`src/sv/vpwwt_pkg.sv`:
```
// Shared types, codes and default sizes for the VRAM write-watch table.
package vpwwt_pkg;

    // Default geometry
    localparam int PageCountDef    = 2048;
    localparam int PageShiftDef    = 12;
    localparam int SlotsPerPageDef = 8;
    localparam int HandleCountDef  = 64;

    // Request operation codes
    typedef enum logic [1:0] {
        OP_LOCK   = 2'd0,
        OP_UNLOCK = 2'd1,
        OP_WRITE  = 2'd2,
        OP_NOP    = 2'd3
    } t_op;

    // Result status codes
    typedef enum logic [2:0] {
        ST_OK         = 3'd0,
        ST_OUTSIDE    = 3'd1,
        ST_NO_HANDLE  = 3'd2,
        ST_SLOTS_FULL = 3'd3,
        ST_NOT_ACTIVE = 3'd4
    } t_status;

    typedef struct packed {
        t_op         operation;
        logic [31:0] start_offset;
        logic [31:0] end_offset;
        logic [5:0]  handle_in;
        logic [31:0] write_offset;
    } t_req;

    typedef struct packed {
        t_status    status;
        logic [5:0] handle_out;
        logic       handle_valid;
        logic       end_clamped;
        logic       start_reset;
        logic       page_was_protected;
        logic       last;
    } t_res;

    // Sequencer states
    typedef enum logic [4:0] {
        S_CLEAR,
        S_IDLE,
        S_DECODE,
        S_L_RD,
        S_L_CHK,
        S_C_RD,
        S_C_WR,
        S_L_FIN,
        S_R_RANGE,
        S_R_LOAD,
        S_R_RD,
        S_R_UPD,
        S_R_FIN,
        S_W_RD,
        S_W_LOAD,
        S_W_SLOT,
        S_W_CLR,
        S_EMIT,
        S_EMIT_H
    } t_state;

    // Controller to datapath
    typedef struct packed {
        logic    take;
        logic    set_code;
        t_status code;
        logic    h_free;
        logic    page_inc;
        logic    page_lo;
        logic    row_commit;
        logic    row_release;
        logic    row_zero_w;
        logic    row_zero_clr;
        logic    range_load;
        logic    range_store;
        logic    active_clr;
        logic    hits_load;
        logic    hit_pop;
        logic    emit;
        logic    emit_handle;
    } t_cmd;

    // Datapath to controller
    typedef struct packed {
        t_op  op;
        logic no_free;
        logic handle_bad;
        logic outside;
        logic row_full;
        logic pg_last;
        logic clr_last;
        logic hits_any;
        logic hit_active;
        logic any_hit;
        logic out_free;
    } t_stat;

endpackage

```
`src/sv/vpwwt_ctrl.sv`:
```
// Sequencer for lock, unlock and write requests of the write-watch table.
module vpwwt_ctrl (
    input  logic             i_clk,
    input  logic             i_rst_n,
    input  logic             i_in_valid,
    output logic             o_in_ready,
    input  vpwwt_pkg::t_stat i_stat,
    output vpwwt_pkg::t_cmd  o_cmd
);

    vpwwt_pkg::t_state r_state, n_state;

    // State register
    always_ff @(posedge i_clk) begin
        if (!i_rst_n) begin
            r_state <= vpwwt_pkg::S_CLEAR;
        end else begin
            r_state <= n_state;
        end
    end

    // Next state
    always_comb begin
        n_state = r_state;
        unique case (r_state)
            vpwwt_pkg::S_CLEAR: begin
                if (i_stat.clr_last) n_state = vpwwt_pkg::S_IDLE;
            end
            vpwwt_pkg::S_IDLE: begin
                if (i_in_valid) n_state = vpwwt_pkg::S_DECODE;
            end
            vpwwt_pkg::S_DECODE: begin
                unique case (i_stat.op)
                    vpwwt_pkg::OP_LOCK:
                        n_state = i_stat.no_free ? vpwwt_pkg::S_EMIT : vpwwt_pkg::S_L_RD;
                    vpwwt_pkg::OP_UNLOCK:
                        n_state = i_stat.handle_bad ? vpwwt_pkg::S_EMIT
                                                    : vpwwt_pkg::S_R_RANGE;
                    vpwwt_pkg::OP_WRITE:
                        n_state = i_stat.outside ? vpwwt_pkg::S_EMIT : vpwwt_pkg::S_W_RD;
                    default: n_state = vpwwt_pkg::S_EMIT;
                endcase
            end
            vpwwt_pkg::S_L_RD: n_state = vpwwt_pkg::S_L_CHK;
            vpwwt_pkg::S_L_CHK: begin
                if (i_stat.row_full) n_state = vpwwt_pkg::S_EMIT;
                else if (i_stat.pg_last) n_state = vpwwt_pkg::S_C_RD;
                else n_state = vpwwt_pkg::S_L_RD;
            end
            vpwwt_pkg::S_C_RD: n_state = vpwwt_pkg::S_C_WR;
            vpwwt_pkg::S_C_WR: begin
                n_state = i_stat.pg_last ? vpwwt_pkg::S_L_FIN : vpwwt_pkg::S_C_RD;
            end
            vpwwt_pkg::S_L_FIN:   n_state = vpwwt_pkg::S_EMIT_H;
            vpwwt_pkg::S_R_RANGE: n_state = vpwwt_pkg::S_R_LOAD;
            vpwwt_pkg::S_R_LOAD:  n_state = vpwwt_pkg::S_R_RD;
            vpwwt_pkg::S_R_RD:    n_state = vpwwt_pkg::S_R_UPD;
            vpwwt_pkg::S_R_UPD: begin
                n_state = i_stat.pg_last ? vpwwt_pkg::S_R_FIN : vpwwt_pkg::S_R_RD;
            end
            vpwwt_pkg::S_R_FIN: begin
                n_state = (i_stat.op == vpwwt_pkg::OP_WRITE) ? vpwwt_pkg::S_W_SLOT
                                                             : vpwwt_pkg::S_EMIT;
            end
            vpwwt_pkg::S_W_RD:   n_state = vpwwt_pkg::S_W_LOAD;
            vpwwt_pkg::S_W_LOAD: n_state = vpwwt_pkg::S_W_SLOT;
            vpwwt_pkg::S_W_SLOT: begin
                if (!i_stat.hits_any) n_state = vpwwt_pkg::S_W_CLR;
                else if (i_stat.out_free && i_stat.hit_active) n_state = vpwwt_pkg::S_R_RANGE;
            end
            vpwwt_pkg::S_W_CLR: begin
                n_state = i_stat.any_hit ? vpwwt_pkg::S_IDLE : vpwwt_pkg::S_EMIT;
            end
            vpwwt_pkg::S_EMIT, vpwwt_pkg::S_EMIT_H: begin
                if (i_stat.out_free) n_state = vpwwt_pkg::S_IDLE;
            end
            default: n_state = vpwwt_pkg::S_IDLE;
        endcase
    end

    // Commands
    always_comb begin
        o_cmd      = '0;
        o_cmd.code = vpwwt_pkg::ST_OK;
        o_in_ready = 1'b0;
        unique case (r_state)
            vpwwt_pkg::S_CLEAR: begin
                o_cmd.row_zero_clr = 1'b1;
                o_cmd.page_inc     = 1'b1;
            end
            vpwwt_pkg::S_IDLE: begin
                o_in_ready = 1'b1;
                o_cmd.take = i_in_valid;
            end
            vpwwt_pkg::S_DECODE: begin
                unique case (i_stat.op)
                    vpwwt_pkg::OP_LOCK: begin
                        o_cmd.h_free   = !i_stat.no_free;
                        o_cmd.set_code = i_stat.no_free;
                        o_cmd.code     = vpwwt_pkg::ST_NO_HANDLE;
                    end
                    vpwwt_pkg::OP_UNLOCK: begin
                        o_cmd.set_code = i_stat.handle_bad;
                        o_cmd.code     = vpwwt_pkg::ST_NOT_ACTIVE;
                    end
                    vpwwt_pkg::OP_WRITE: begin
                        o_cmd.set_code = i_stat.outside;
                        o_cmd.code     = vpwwt_pkg::ST_OUTSIDE;
                    end
                    default: ;
                endcase
            end
            vpwwt_pkg::S_L_CHK: begin
                o_cmd.set_code = i_stat.row_full;
                o_cmd.code     = vpwwt_pkg::ST_SLOTS_FULL;
                o_cmd.page_lo  = !i_stat.row_full && i_stat.pg_last;
                o_cmd.page_inc = !i_stat.row_full && !i_stat.pg_last;
            end
            vpwwt_pkg::S_C_WR: begin
                o_cmd.row_commit = 1'b1;
                o_cmd.page_inc   = !i_stat.pg_last;
            end
            vpwwt_pkg::S_L_FIN:  o_cmd.range_store = 1'b1;
            vpwwt_pkg::S_R_LOAD: o_cmd.range_load  = 1'b1;
            vpwwt_pkg::S_R_UPD: begin
                o_cmd.row_release = 1'b1;
                o_cmd.page_inc    = !i_stat.pg_last;
            end
            vpwwt_pkg::S_R_FIN:  o_cmd.active_clr = 1'b1;
            vpwwt_pkg::S_W_LOAD: o_cmd.hits_load  = 1'b1;
            vpwwt_pkg::S_W_SLOT: o_cmd.hit_pop = i_stat.hits_any && i_stat.out_free;
            vpwwt_pkg::S_W_CLR:  o_cmd.row_zero_w = 1'b1;
            vpwwt_pkg::S_EMIT:   o_cmd.emit = i_stat.out_free;
            vpwwt_pkg::S_EMIT_H: begin
                o_cmd.emit        = i_stat.out_free;
                o_cmd.emit_handle = 1'b1;
            end
            default: ;
        endcase
    end

endmodule

```
`config.mk`:
```
export PLATFORM = sky130hd
export DESIGN_NAME = vpwwt_ctrl
export DESIGN_NICKNAME = d
export VERILOG_FILES = /design/src/sv/vpwwt_pkg.sv /design/src/sv/vpwwt_ctrl.sv
export SDC_FILE = /design/constraint.sdc
export NUM_CORES = 1
export LEC_CHECK = 0
export BUFFER_PORTS_ARGS = -buffer_cell sky130_fd_sc_hd__buf_2
export CAP_MARGIN = 0
export CORE_MARGIN = 2
export CORE_UTILIZATION = 40
export CTS_CLUSTER_DIAMETER = 30
export DETAILED_ROUTE_END_ITERATION = 16
export PLACE_DENSITY_LB_ADDON = 0.05
export SETUP_SLACK_MARGIN = 0.5
export SLEW_MARGIN = 20
export SYNTH_ARGS = -nofsm -noshare
export SYNTH_HDL_FRONTEND = slang
export SYNTH_SLANG_ARGS = --single-unit
```
`constraint.sdc`:
```
create_clock -name i_clk -period 1.4 [get_ports i_clk]
set_input_delay 0.21 -clock i_clk [delete_from_list [all_inputs] [get_ports i_clk]]
set_output_delay 0.21 -clock i_clk [all_outputs]
set_load 0.005 [all_outputs]
```
==> out/qor.yml, run 1 <==
haltStage: "global routing (5_1_grt)"
grt_max_degree: 9
synth_edf_count: 0
placed_cells: 201
synth_ff_type: "dfxtp_1"
hpwl_um: 2402
ys_ff_latch: 5
h-tree-depth: 1
status: "aborted with a tool error"
synthArstFlopShare_pct: 0
synth_cell_type_count: 46
netlist_instances: 112
syn_area_um2: 769.5
worst_endpoint_kind: "primary output"
row_count: 15
die_h_um: 47.86
finalWeightedCongestion: 0.9156
grt-worst-endpoint: "o_cmd[12]"
seq_area_frac_synth_pct: 13.01
error: "[ERROR DPL-0038] Utilization greater than 100%, impossible to legalize"
cts_made_buffers: 3
yosysWarnings: 0
port-buffer-count: 34
initial_core_util_pct: 43.62
cts.sinks: 5
pin_count: 35
die_w_um: 47.86
clockBufferDepth: 2
cts_root_buf: "clkbuf_4"
synth_area_per_cell_um2: 6.870
synth_nets: 127
placed_area_um2: 1297
-- cell usage after synthesis (all sizes together), types with 2 or more instances --
| cell type | number | share of area [%] |
|---|---|---|
| mux2i | 3 | 3.9 |
| nor2b | 3 | 2.4 |
| inv | 4 | 2.0 |
| nand3 | 3 | 2.0 |
| nor3 | 6 | 4.6 |
| o21ai | 3 | 2.0 |
| nor4b | 3 | 4.2 |
| nor3b | 2 | 2.0 |
| nand4 | 3 | 2.4 |
| and3 | 2 | 1.6 |
| a31oi | 3 | 2.4 |
| nand2 | 11 | 5.4 |
| a21oi | 5 | 3.3 |
| nor4 | 7 | 7.3 |
| buf | 8 | 6.7 |
| nand2b | 4 | 3.3 |
| nand3b | 2 | 2.0 |
| nor2 | 15 | 7.6 |
| dfxtp | 5 | 13 |
-- repair_timing --
item | in CTS
buffers inserted | 16
pin swaps | 10
hold buffers | 0
gates resized for setup | 56
setup endpoints to repair | 25
-- kinds of logic after synthesis --
| logic type | count (synthesis) | share of synthesized area [%] |
|---|---|---|
| buf+inv | 13 | 9.103 |
| compound gates | 23 | 20.33 |
| simple gates | 66 | 50.40 |
| flops | 5 | 13.01 |
| mux | 3 | 3.903 |
| xor+xnor | 2 | 3.253 |
-- metrics by stage --
stage	TNS, ns	utilization, %	setup slack [ns]
4_1_cts	-3.649	95.18	-0.2943
3_5_place_dp	-1.351	73.55	-0.2285
3_3_place_gp	-0.9211	73.55	-0.1486
2_1_floorplan	-0.02296	-	-0.02209
==> inputs of run 2 (changes only) <==
--- a/config.mk
+++ b/config.mk
@@ -7,12 +7,10 @@
 export LEC_CHECK = 0
 export BUFFER_PORTS_ARGS = -buffer_cell sky130_fd_sc_hd__buf_2
 export CAP_MARGIN = 0
-export CORE_MARGIN = 2
-export CORE_UTILIZATION = 40
-export CTS_CLUSTER_DIAMETER = 30
+export CORE_AREA = 2 2 63 65
 export DETAILED_ROUTE_END_ITERATION = 16
-export PLACE_DENSITY_LB_ADDON = 0.05
-export SETUP_SLACK_MARGIN = 0.5
+export DIE_AREA = 0 0 65 67
+export PLACE_DENSITY_LB_ADDON = 0.15
 export SLEW_MARGIN = 20
 export SYNTH_ARGS = -nofsm -noshare
 export SYNTH_HDL_FRONTEND = slang
==> constraint.sdc (replaced) <==
create_clock -name i_clk -period 1.8 [get_ports i_clk]
set_input_delay 0.27 -clock i_clk [delete_from_list [all_inputs] [get_ports i_clk]]
set_output_delay 0.27 -clock i_clk [all_outputs]
set_load 0.005 [all_outputs]
==> run 2 against run 1 <==
Effect of this change:
- the flow now finishes without violations
- synthesized cell count stayed put
- area after synthesis stayed put
==> out/qor.yml, run 2 <==
status: "completed"  # was aborted with a tool error
p_sw_mw: 0.6802
p_leak_nw: 0.5694
clk_pin_slew_worst_paths_ns: 0.04
hold_violations: 0
power.share.combinational_pct: 72.2
pin_count: 35  # unchanged
synth_nets: 127  # unchanged
grt_use_met3_pct: 2.196
synth_ff_type: "dfxtp_1"  # unchanged
slowest_stage: "or4_4"
drive_gt1_share_pct: 52.35
cts_made_buffers: 3  # unchanged
hold_buffers: 0  # unchanged
switching_share_pct: 43.39
slew_violations: 0
p_seq_share_pct: 14.4
powerDensity_nw_per_um2: 1182
cpPeakStageDelay_ns: 0.57
fin_crit_sh_pct: 97.31
yosysWarnings: 0  # unchanged
cts_root_buf: "clkbuf_8"  # was clkbuf_4
ir_worst_vdd_mv: 0.3636
path_class: "reg2out"
instances_no_fill: 218
clockBufferDepth: 2  # unchanged
synth_top_area_share_pct: 13.01  # unchanged
row_count: 22  # was 15
finalCriticalPeriod_ns: 1.752
port-buffer-count: 34  # unchanged
grt_overflow: 0
synth_area_leaders: "dfxtp_1 13%, nor2_1 6.8%, nand2_1 5.4%"  # unchanged
drt-total-wl_um: 2818
syn_area_um2: 769.5  # unchanged
synth_area_per_cell_um2: 6.870  # unchanged
nFillCells: 391
ys_ff_latch: 5  # unchanged
antenna_found_initial: 0
placed_area_um2: 1115  # was 1297 µm²
rr_worst_depth: 6
timing.rr.start: "r_state[2]"
cts.sinks: 5  # unchanged
timing.fmax_ghz: 0.5709
use_met1_pct: 16.73
r2r_end: "r_state[1]"
die_w_um: 65  # was 47.86 µm
setup.worst_path.start: "r_state[2]"
top_register: "r_state"
seq_area_frac_synth_pct: 13.01  # unchanged
p_int_mw: 0.8873
hpwl_um: 2256  # was 2402 µm
cts_tree: "yes"
rrSetupSlack_ns: 0.10
finalWeightedCongestion: 0.9012  # was 0.9156
reg_top3: "r_state x5"
slew_headroom_pct: 75.84
ys_top_cells_by_count: "14 x nor2_1, 11 x nand2_1"  # unchanged
drt-initial-drc-count: 51
synth_cell_type_count: 46  # unchanged
netlist_instances: 112  # unchanged
grt.busiest_layer: "met2"
met2_usage_pct: 22.04
fin_area_um2: 1326
globalRouteTotalUtil_pct: 13.21
path_cells: "or4_4 > buf_6 > nor2_4 > buf_2"
maxCapViolCount: 0
worst_setup_path_end_kind: "output port"
ant_nets: 0
cp-start-kind: "flip-flop"
final_net_count: 186
synth.largest_area_cell: "dfxtp_1"  # unchanged
worst_ep_arrival_time_ns: 1.48
routed_via_density: 4.826
core-area_um2: 3606
synthMostInstantiatedCell: "nor2_1"  # unchanged
cp.required_ns: 1.53
largest_reg_flops: 5
tightest_slew_ns: 0.3574
final_cell_mix: "34 x buf_2, 25 x buf_4, 10 x nor2_1, 10 x nand2_1, 5 x a21oi_1"
firstDrtPassIters: 4
synthArstFlopShare_pct: 0  # unchanged
drc: 0
endpoint: "o_cmd[8]"
hold_class: "in2reg"
clk_latency_ns: 0.22
critical_path.max_fanout: 6
skew_ns: 0.004086
initial_core_util_pct: 21.34  # was 43.62%
synth_edf_count: 0  # unchanged
h-tree-depth: 1  # unchanged
placed_cells: 206  # was 201
final_common_cell: "buf_2"
area_delta_synth_final_pct: 72.36
antenna_cells: 0
first_global_vias: 1007
p_total_mw: 1.568
wl_per_cell_um: 12.93
grt_pass1_wl_um: 4457
setup_violations: 0
grt_max_degree: 15
num_vias: 1052
clock_power_share_pct: 13.4
die-area_um2: 4355
die_h_um: 67  # was 47.86 µm
[run 2: cell counts after synthesis]
Identical to the previous run, type by type.
[run 2: area by class of cell]
| type | instances | area [µm²] | share of cell area (%) |
|---|---|---|---|
| well taps | 48 | 60.06 | 4.528 |
| repair buffers | 63 | 411.6 | 31.04 |
| flip-flops and latches | 5 | 112.6 | 8.491 |
| multi-input cells | 94 | 681.9 | 51.42 |
| inverters | 4 | 15.01 | 1.132 |
| clock buffers | 4 | 45.04 | 3.396 |
[run 2: timing repair]
item                                   CTS  global route
pin swaps                                1             3
endpoints found under the hold margin    0             0
setup buffers                            4             4
setup endpoints to repair                4            10
gates resized for setup                 10            20
[run 2: worst min-delay path by stage]
stage,depth (start not counted),end,slack [ns],from
final,2,r_state[2],0.35,i_rst_n
after global routing,2,r_state[2],0.35,i_rst_n
after CTS,2,r_state[4],0.34,i_rst_n
after detailed placement,2,r_state[4],0.58,i_rst_n
after global placement,2,r_state[4],0.58,i_rst_n
after floorplan,1,r_state[4],0.39,i_rst_n
[run 2: critical path, delay by kind of cell (launching register included)]
kind	cells	cell delay [ns]
buffers and inverters	2	0.26
DFF	1	0.36
and+or+nand+nor	2	0.64
[run 2: cells by family after synthesis]
family / count (synthesis) / share of synthesized area (%)
AND/OR/NAND/NOR: 66 / 50.40
buffers and inverters: 13 / 9.103
multiplexers: 3 / 3.903
flip-flops: 5 / 13.01
AO/OA/AOI/OAI: 23 / 20.33
XOR/XNOR: 2 / 3.253
[run 2: metal layers]
layer	up-vias	share of wire [%]	wire length (µm)
li1	534	-	-
met1	489	47	1315
met2	25	47	1329
met3	4	5.0	140
met4	0	1.2	33
met5	-	0	0
[run 2: per-stage QoR]
| stage | setup TNS, ns | utilization (%) | worst slack, ns | hold WS, ns |
|---|---|---|---|---|
| after floorplan | 0 | - | 0.3446 | 0.3875 |
| after global placement | 0 | 30.92 | 0.1066 | 0.5836 |
| after detailed placement | 0 | 30.92 | 0.1265 | 0.5758 |
| after CTS | 0 | 33.80 | 0.0006897 | 0.3398 |
| after global routing | -0.02114 | 36.78 | -0.01141 | 0.3514 |
| final | 0 | 36.78 | 0.04839 | 0.3460 |
[run 2: power by group through the flow]
stage | Combinational, mW | Clock (mW) | Sequential, mW
after floorplan | 0.604 | 0 | 0.157
after global placement | 0.951 | 0 | 0.209
after detailed placement | 0.935 | 0 | 0.209
after CTS | 1.05 | 0.219 | 0.212
after global routing | 1.23 | 0.228 | 0.236
final | 1.13 | 0.210 | 0.226
Power figures use the tool's default switching activity.
==> inputs of run 3 (changes only) <==
--- a/config.mk
+++ b/config.mk
@@ -10,6 +10,7 @@
 export CORE_AREA = 2 2 63 65
 export DETAILED_ROUTE_END_ITERATION = 16
 export DIE_AREA = 0 0 65 67
+export HOLD_SLACK_MARGIN = 0.05
 export PLACE_DENSITY_LB_ADDON = 0.15
 export SLEW_MARGIN = 20
 export SYNTH_ARGS = -nofsm -noshare
==> constraint.sdc (replaced) <==
create_clock -name i_clk -period 1.9 [get_ports i_clk]
set_input_delay 0.285 -clock i_clk [delete_from_list [all_inputs] [get_ports i_clk]]
set_output_delay 0.285 -clock i_clk [all_outputs]
set_load 0.005 [all_outputs]
==> run 3 against run 2 <==
Effect of this change:
- non-clock buffer count is 19 lower
- routed wire length is 3.7% lower
- sequential share of layout area is 1.2 points higher
- flip-flop and latch count stayed put
- combinational power is 31% lower
- highest routed layer is now met3
- critical endpoint is now o_cmd[12]
- critical path depth is 1 higher
- cell area is 18% lower
- clock power is 9% lower
==> out/qor.yml, run 3 (same netlist as run 2, synthesis figures left out) <==
hold_buffers: 0  # unchanged
cts_root_buf: "clkbuf_8"  # unchanged
final_net_count: 167  # was 186
finalCriticalPeriod_ns: 1.818
num_vias: 1004  # was 1052
register_area_um2: 105.1  # was 112.6 µm²
ir_worst_vdd_mv: 0.3543  # was 0.3636 mV
powerDensity_nw_per_um2: 1120  # was 1182 nW/µm²
setup_violations: 0  # unchanged
wl_per_cell_um: 13.64  # was 12.93 µm
dpl_worst_slack_ns: 0.1526  # was 0.1265 ns
placed_area_um2: 1020  # was 1115 µm²
skew_ns: 0.001390  # was 0.004086 ns
worst_ep_arrival_time_ns: 1.53  # was 1.48 ns
fin_area_um2: 1090  # was 1326 µm²
die-area_um2: 4355  # unchanged
core-area_um2: 3606  # unchanged
row_count: 22  # unchanged
rsz0062_at_grt: "no"
hold_violations: 0  # unchanged
cts.sinks: 5  # unchanged
multi_input_area_um2: 619.3  # was 681.9 µm²
clk_pin_slew_worst_paths_ns: 0.03  # was 0.04 ns
pin_count: 35  # unchanged
drc: 0  # unchanged
ant_nets: 0  # unchanged
port-buffer-count: 34  # unchanged
tightest_slew_ns: 0.4927  # was 0.3574 ns
switching_share_pct: 46.48  # was 43.39%
fin_crit_sh_pct: 95.67
routed_via_density: 5.045  # was 4.826
grt_overflow: 0  # unchanged
drt-total-wl_um: 2714  # was 2818 µm
largest_reg_flops: 5  # unchanged
antenna_found_initial: 0  # unchanged
rr_worst_depth: 5  # was 6
path_class: "reg2out"  # unchanged
p_int_mw: 0.6532  # was 0.8873 mW
final_common_cell: "buf_2"  # unchanged
cp-start-kind: "flip-flop"  # unchanged
globalRouteTotalUtil_pct: 12.86  # was 13.21%
area_delta_synth_final_pct: 41.63  # was 72.36%
maxCapViolCount: 0  # unchanged
clock_power_share_pct: 15.8  # was 13.4%
p_leak_nw: 0.4570  # was 0.5694 nW
reg_top3: "r_state x5"  # unchanged
clockBufferDepth: 2  # unchanged
critical_path.max_fanout: 12  # was 6
nFillCells: 412  # was 391
slew_violations: 0  # unchanged
cts_tree: "yes"  # unchanged
fin_tns_setup_ns: 0  # unchanged
cp.required_ns: 1.62  # was 1.53 ns
first_global_vias: 922  # was 1007
status: "completed"  # unchanged
hold_class: "in2reg"  # unchanged
power.share.combinational_pct: 63.6  # was 72.2%
grt_pass1_wl_um: 4353  # was 4457 µm
postCtsSetupBuffers: 0  # was 4
p_seq_share_pct: 20.7  # was 14.4%
holdPathStages: 2  # unchanged
clk_latency_ns: 0.22  # about the same
initial_core_util_pct: 21.34  # unchanged
firstDrtPassIters: 4  # unchanged
drt-initial-drc-count: 83  # was 51
grt_max_degree: 16  # was 15
final_cell_mix: "34 x buf_2, 12 x nor2_1, 11 x nand2_1, 10 x buf_4"  # was 34 x buf_2, 25 x buf_4, 10 x nor2_1, 10 x nand2_1, 5 x a21oi_1
drive_gt1_share_pct: 41.06  # was 52.35%
hpwl_um: 2208  # was 2256 µm
slew_headroom_pct: 67.11  # was 75.84%
fin_ws_ns: 0.08224  # was 0.04839 ns
timing.fmax_ghz: 0.5501
cts_made_buffers: 3  # unchanged
top_register: "r_state"  # unchanged
die_h_um: 67  # unchanged
h-tree-depth: 1  # unchanged
worst_setup_path_end_kind: "output port"  # unchanged
die_w_um: 65  # unchanged
antenna_cells: 0  # unchanged
finalWeightedCongestion: 0.9171  # was 0.9012
p_sw_mw: 0.5673  # was 0.6802 mW
[run 3: final cells by class]
cell class | count | share of cell area, %
Tap cell | 48 | 5.511
Inverter | 4 | 1.378
Timing Repair Buffer | 44 | 22.50
Multi-Input combinational cell | 94 | 56.83
Clock buffer | 4 | 4.133
Sequential cell | 5 | 9.644
[run 3: metrics by stage]
| step | cells | power, mW | hold WS [ns] | utilization (%) |
|---|---|---|---|---|
| after global placement | 195 | 0.9872 | 0.5987 | 28.28 |
| after CTS | 199 | 1.194 | 0.3558 | 29.74 |
| final | 199 | 1.220 | 0.3561 | 30.22 |
| after global routing | 199 | 1.332 | 0.3671 | 30.22 |
| after floorplan | 112 | 0.7217 | 0.4025 | - |
| after detailed placement | 195 | 0.9786 | 0.5844 | 28.28 |
[run 3: worst paths after layout]
check / start / endpoint / slack (ns)
max: r_state[1] / o_cmd[12] / 0.08
min: i_rst_n / r_state[4] / 0.36
max reg2reg: r_state[4] / r_state[0] / 0.23
min reg2reg: r_state[1] / r_state[3] / 0.58
[run 3: what timing repair did]
action / in CTS / in global routing
hold endpoints to repair: 0 / 0
gates resized for setup: 5 / 4
setup endpoints to repair: 4 / 3
[run 3: power by group through the flow]
stage               Sequential, mW  Clock [mW]  Combinational (mW)
finish                       0.252       0.192               0.776
global route                 0.262       0.205               0.865
CTS                          0.241       0.199               0.754
detailed placement           0.232           0               0.746
global placement             0.234           0               0.753
floorplan                    0.149           0               0.572
[run 3: critical path: stages (launching register included)]
cell     delay (ns)
dfxtp_2        0.38
buf_4          0.16
or4_4          0.47
nor2_4         0.11
a21o_1         0.09
buf_2          0.10
[run 3: metal layers]
| metal | global-route usage (%) | up-vias | part of all wire (%) |
|---|---|---|---|
| li1 | - | 500 | - |
| met5 | 0 | - | 0 |
| met1 | 15.94 | 474 | 44 |
| met4 | 3.191 | 0 | 0 |
| met2 | 22.94 | 30 | 50 |
| met3 | 2.196 | 0 | 5.9 |
==> inputs of run 4 (changes only) <==
--- a/config.mk
+++ b/config.mk
@@ -5,13 +5,14 @@
 export SDC_FILE = /design/constraint.sdc
 export NUM_CORES = 1
 export LEC_CHECK = 0
-export BUFFER_PORTS_ARGS = -buffer_cell sky130_fd_sc_hd__buf_2
+export BUFFER_PORTS_ARGS = -buffer_cell sky130_fd_sc_hd__clkbuf_2
 export CAP_MARGIN = 0
 export CORE_AREA = 2 2 63 65
 export DETAILED_ROUTE_END_ITERATION = 16
 export DIE_AREA = 0 0 65 67
 export HOLD_SLACK_MARGIN = 0.05
 export PLACE_DENSITY_LB_ADDON = 0.15
+export RECOVER_POWER = 25
 export SLEW_MARGIN = 20
 export SYNTH_ARGS = -nofsm -noshare
 export SYNTH_HDL_FRONTEND = slang
==> run 4 against run 3 <==
Effect of this change:
- sequential power hardly changed
- core utilization increased by 0.66 points
- cell area up 2.2%
- non-clock buffer count increased by 6
- largest cell class unchanged
- setup slack better by 0.0090 ns
- clock power about the same
==> out/qor.yml, run 4 (same netlist as run 2, synthesis figures left out) <==
maxCapViolCount: 0  # unchanged
antenna_cells: 0  # unchanged
fin_ws_ns: 0.09123  # was 0.08224 ns
r2r_end: "r_state[1]"  # was r_state[0]
cp-start-kind: "flip-flop"  # unchanged
core-area_um2: 3606  # unchanged
placed_cells: 201  # was 195
skew_ns: 0.002412  # was 0.001390 ns
final_net_count: 173  # was 167
cts_tree: "yes"  # unchanged
reg_top3: "r_state x5"  # unchanged
instances_no_fill: 205  # was 199
timing.fmax_ghz: 0.5529  # was 0.5501 GHz
globalRouteTotalUtil_pct: 12.88  # was 12.86%
die-area_um2: 4355  # unchanged
rrSetupSlack_ns: 0.29  # was 0.23 ns
slew_violations: 0  # unchanged
worst_ep_arrival_time_ns: 1.52  # was 1.53 ns
final_cell_mix: "35 x clkbuf_2, 14 x buf_4, 12 x nor2_1, 11 x nand2_1"  # was 34 x buf_2, 12 x nor2_1, 11 x nand2_1, 10 x buf_4
cts_root_buf: "clkbuf_8"  # unchanged
drt-initial-drc-count: 73  # was 83
slew_headroom_pct: 72.07  # was 67.11%
rsz0062_at_grt: "no"  # unchanged
timing.rr.start: "r_state[4]"  # unchanged
hold_class: "in2reg"  # unchanged
ant_nets: 0  # unchanged
fin_tns_setup_ns: 0  # unchanged
ir_worst_vdd_mv: 0.3979  # was 0.3543 mV
hpwl_um: 2240  # was 2208 µm
critical_path.max_fanout: 11  # was 12
hold_violations: 0  # unchanged
cts_made_buffers: 3  # unchanged
fin_util_pct: 30.88  # was 30.22%
finalCriticalPeriod_ns: 1.809  # was 1.818 ns
drt-total-wl_um: 2749  # was 2714 µm
wl_per_cell_um: 13.41  # was 13.64 µm
row_count: 22  # unchanged
tightest_slew_ns: 0.4155  # was 0.4927 ns
clockBufferDepth: 2  # unchanged
port-buffer-count: 34  # unchanged
grt_overflow: 0  # unchanged
nFillCells: 419  # was 412
num_vias: 1000  # was 1004
whs_ns: 0.3847  # was 0.3561 ns
final_common_cell: "clkbuf_2"  # was buf_2
hold_buffers: 0  # unchanged
h-tree-depth: 1  # unchanged
pin_count: 35  # unchanged
cts.sinks: 5  # unchanged
rr_worst_depth: 4  # was 5
cp.required_ns: 1.62  # about the same
die_h_um: 67  # unchanged
die_w_um: 65  # unchanged
top_register: "r_state"  # unchanged
antenna_found_initial: 0  # unchanged
hold_path_startpoint: "i_rst_n"  # unchanged
path_class: "reg2out"  # unchanged
initial_core_util_pct: 21.34  # unchanged
routed_via_density: 4.878  # was 5.045
powerDensity_nw_per_um2: 1105  # was 1120 nW/µm²
clk_latency_ns: 0.22  # about the same
p_leak_nw: 0.4653  # was 0.4570 nW
holdPathEnd: "r_state[4]"  # unchanged
postCtsSetupBuffers: 0  # unchanged
worst_setup_path_end_kind: "output port"  # unchanged
grt_pass1_wl_um: 4305  # was 4353 µm
setup_violations: 0  # unchanged
drc: 0  # unchanged
status: "completed"  # unchanged
drive_gt1_share_pct: 42.68  # was 41.06%
grt_max_degree: 15  # was 16
clk_pin_slew_worst_paths_ns: 0.03  # about the same
largest_reg_flops: 5  # unchanged
firstDrtPassIters: 4  # unchanged
finalWeightedCongestion: 0.8196  # was 0.9171
fin_crit_sh_pct: 95.20  # was 95.67%
holdPathStages: 2  # unchanged
area_delta_synth_final_pct: 44.72  # was 41.63%
dpl_worst_slack_ns: 0.1509  # was 0.1526 ns
first_global_vias: 906  # was 922
-- run 4: cell types whose count changed in the layout (fill, tap and decap cells not counted) --
cell / before / now
nor2_2: 0 / 3
clkbuf_1: 1 / 2
clkbuf_2: 0 / 35
buf_2: 34 / 0
nor2_4: 3 / 0
buf_4: 10 / 14
-- run 4: critical path: stages, from the launching register on --
cell and delay (ns):
dfxtp_1 0.41, nor2_2 0.26, nand2_1 0.11, nor4b_2 0.35
clkbuf_2 0.17
-- run 4: per-layer routing --
metal	track usage, %	vias to the layer above	wire [µm]
li1	-	505	-
met1	16.40	463	1266
met2	22.29	30	1324
met3	2.365	2	139
met4	3.191	0	19
met5	0	-	0
-- run 4: how the worst max path moves through the flow --
| stage | start | to | slack [ns] | depth (start not counted) |
|---|---|---|---|---|
| finish | r_state[4] | o_cmd[11] | 0.09 | 4 |
| global placement | r_state[0] | o_cmd[13] | 0.13 | 4 |
| global route | r_state[4] | o_cmd[13] | 0.007 | 4 |
| CTS | r_state[2] | o_cmd[12] | 0.07 | 4 |
| detailed placement | r_state[0] | o_cmd[13] | 0.15 | 4 |
| floorplan | r_state[0] | o_cmd[12] | 0.43 | 4 |
-- run 4: final cells by class --
type                            count  area (µm²)  area share (%)
Timing Repair Buffer               50       284.0           25.51
Sequential cell                     5       105.1           9.438
Inverter                            4       15.01           1.348
Multi-Input combinational cell     94       604.3           54.27
Clock buffer                        4       45.04           4.045
Tap cell                           48       60.06           5.393
-- run 4: metrics by stage --
stage / power, mW / instance area (µm²)
final: 1.230 / 1114
after global routing: 1.335 / 1114
after CTS: 1.233 / 1117
after detailed placement: 1.020 / 1065
after global placement: 1.028 / 1065
after floorplan: 0.7217 / 769.5
-- run 4: where the power goes --
part           internal (mW)  total, mW  leakage [nW]  switching, mW
Clock                  0.144      0.195        0.0228         0.0509
Combinational          0.384      0.786         0.400          0.402
Sequential             0.139      0.250        0.0425          0.110
-- run 4: repair_timing --
action                     4_1_cts  5_1_grt
resized for setup                5        1
setup endpoints to repair        5        1
pin swaps                        0        0
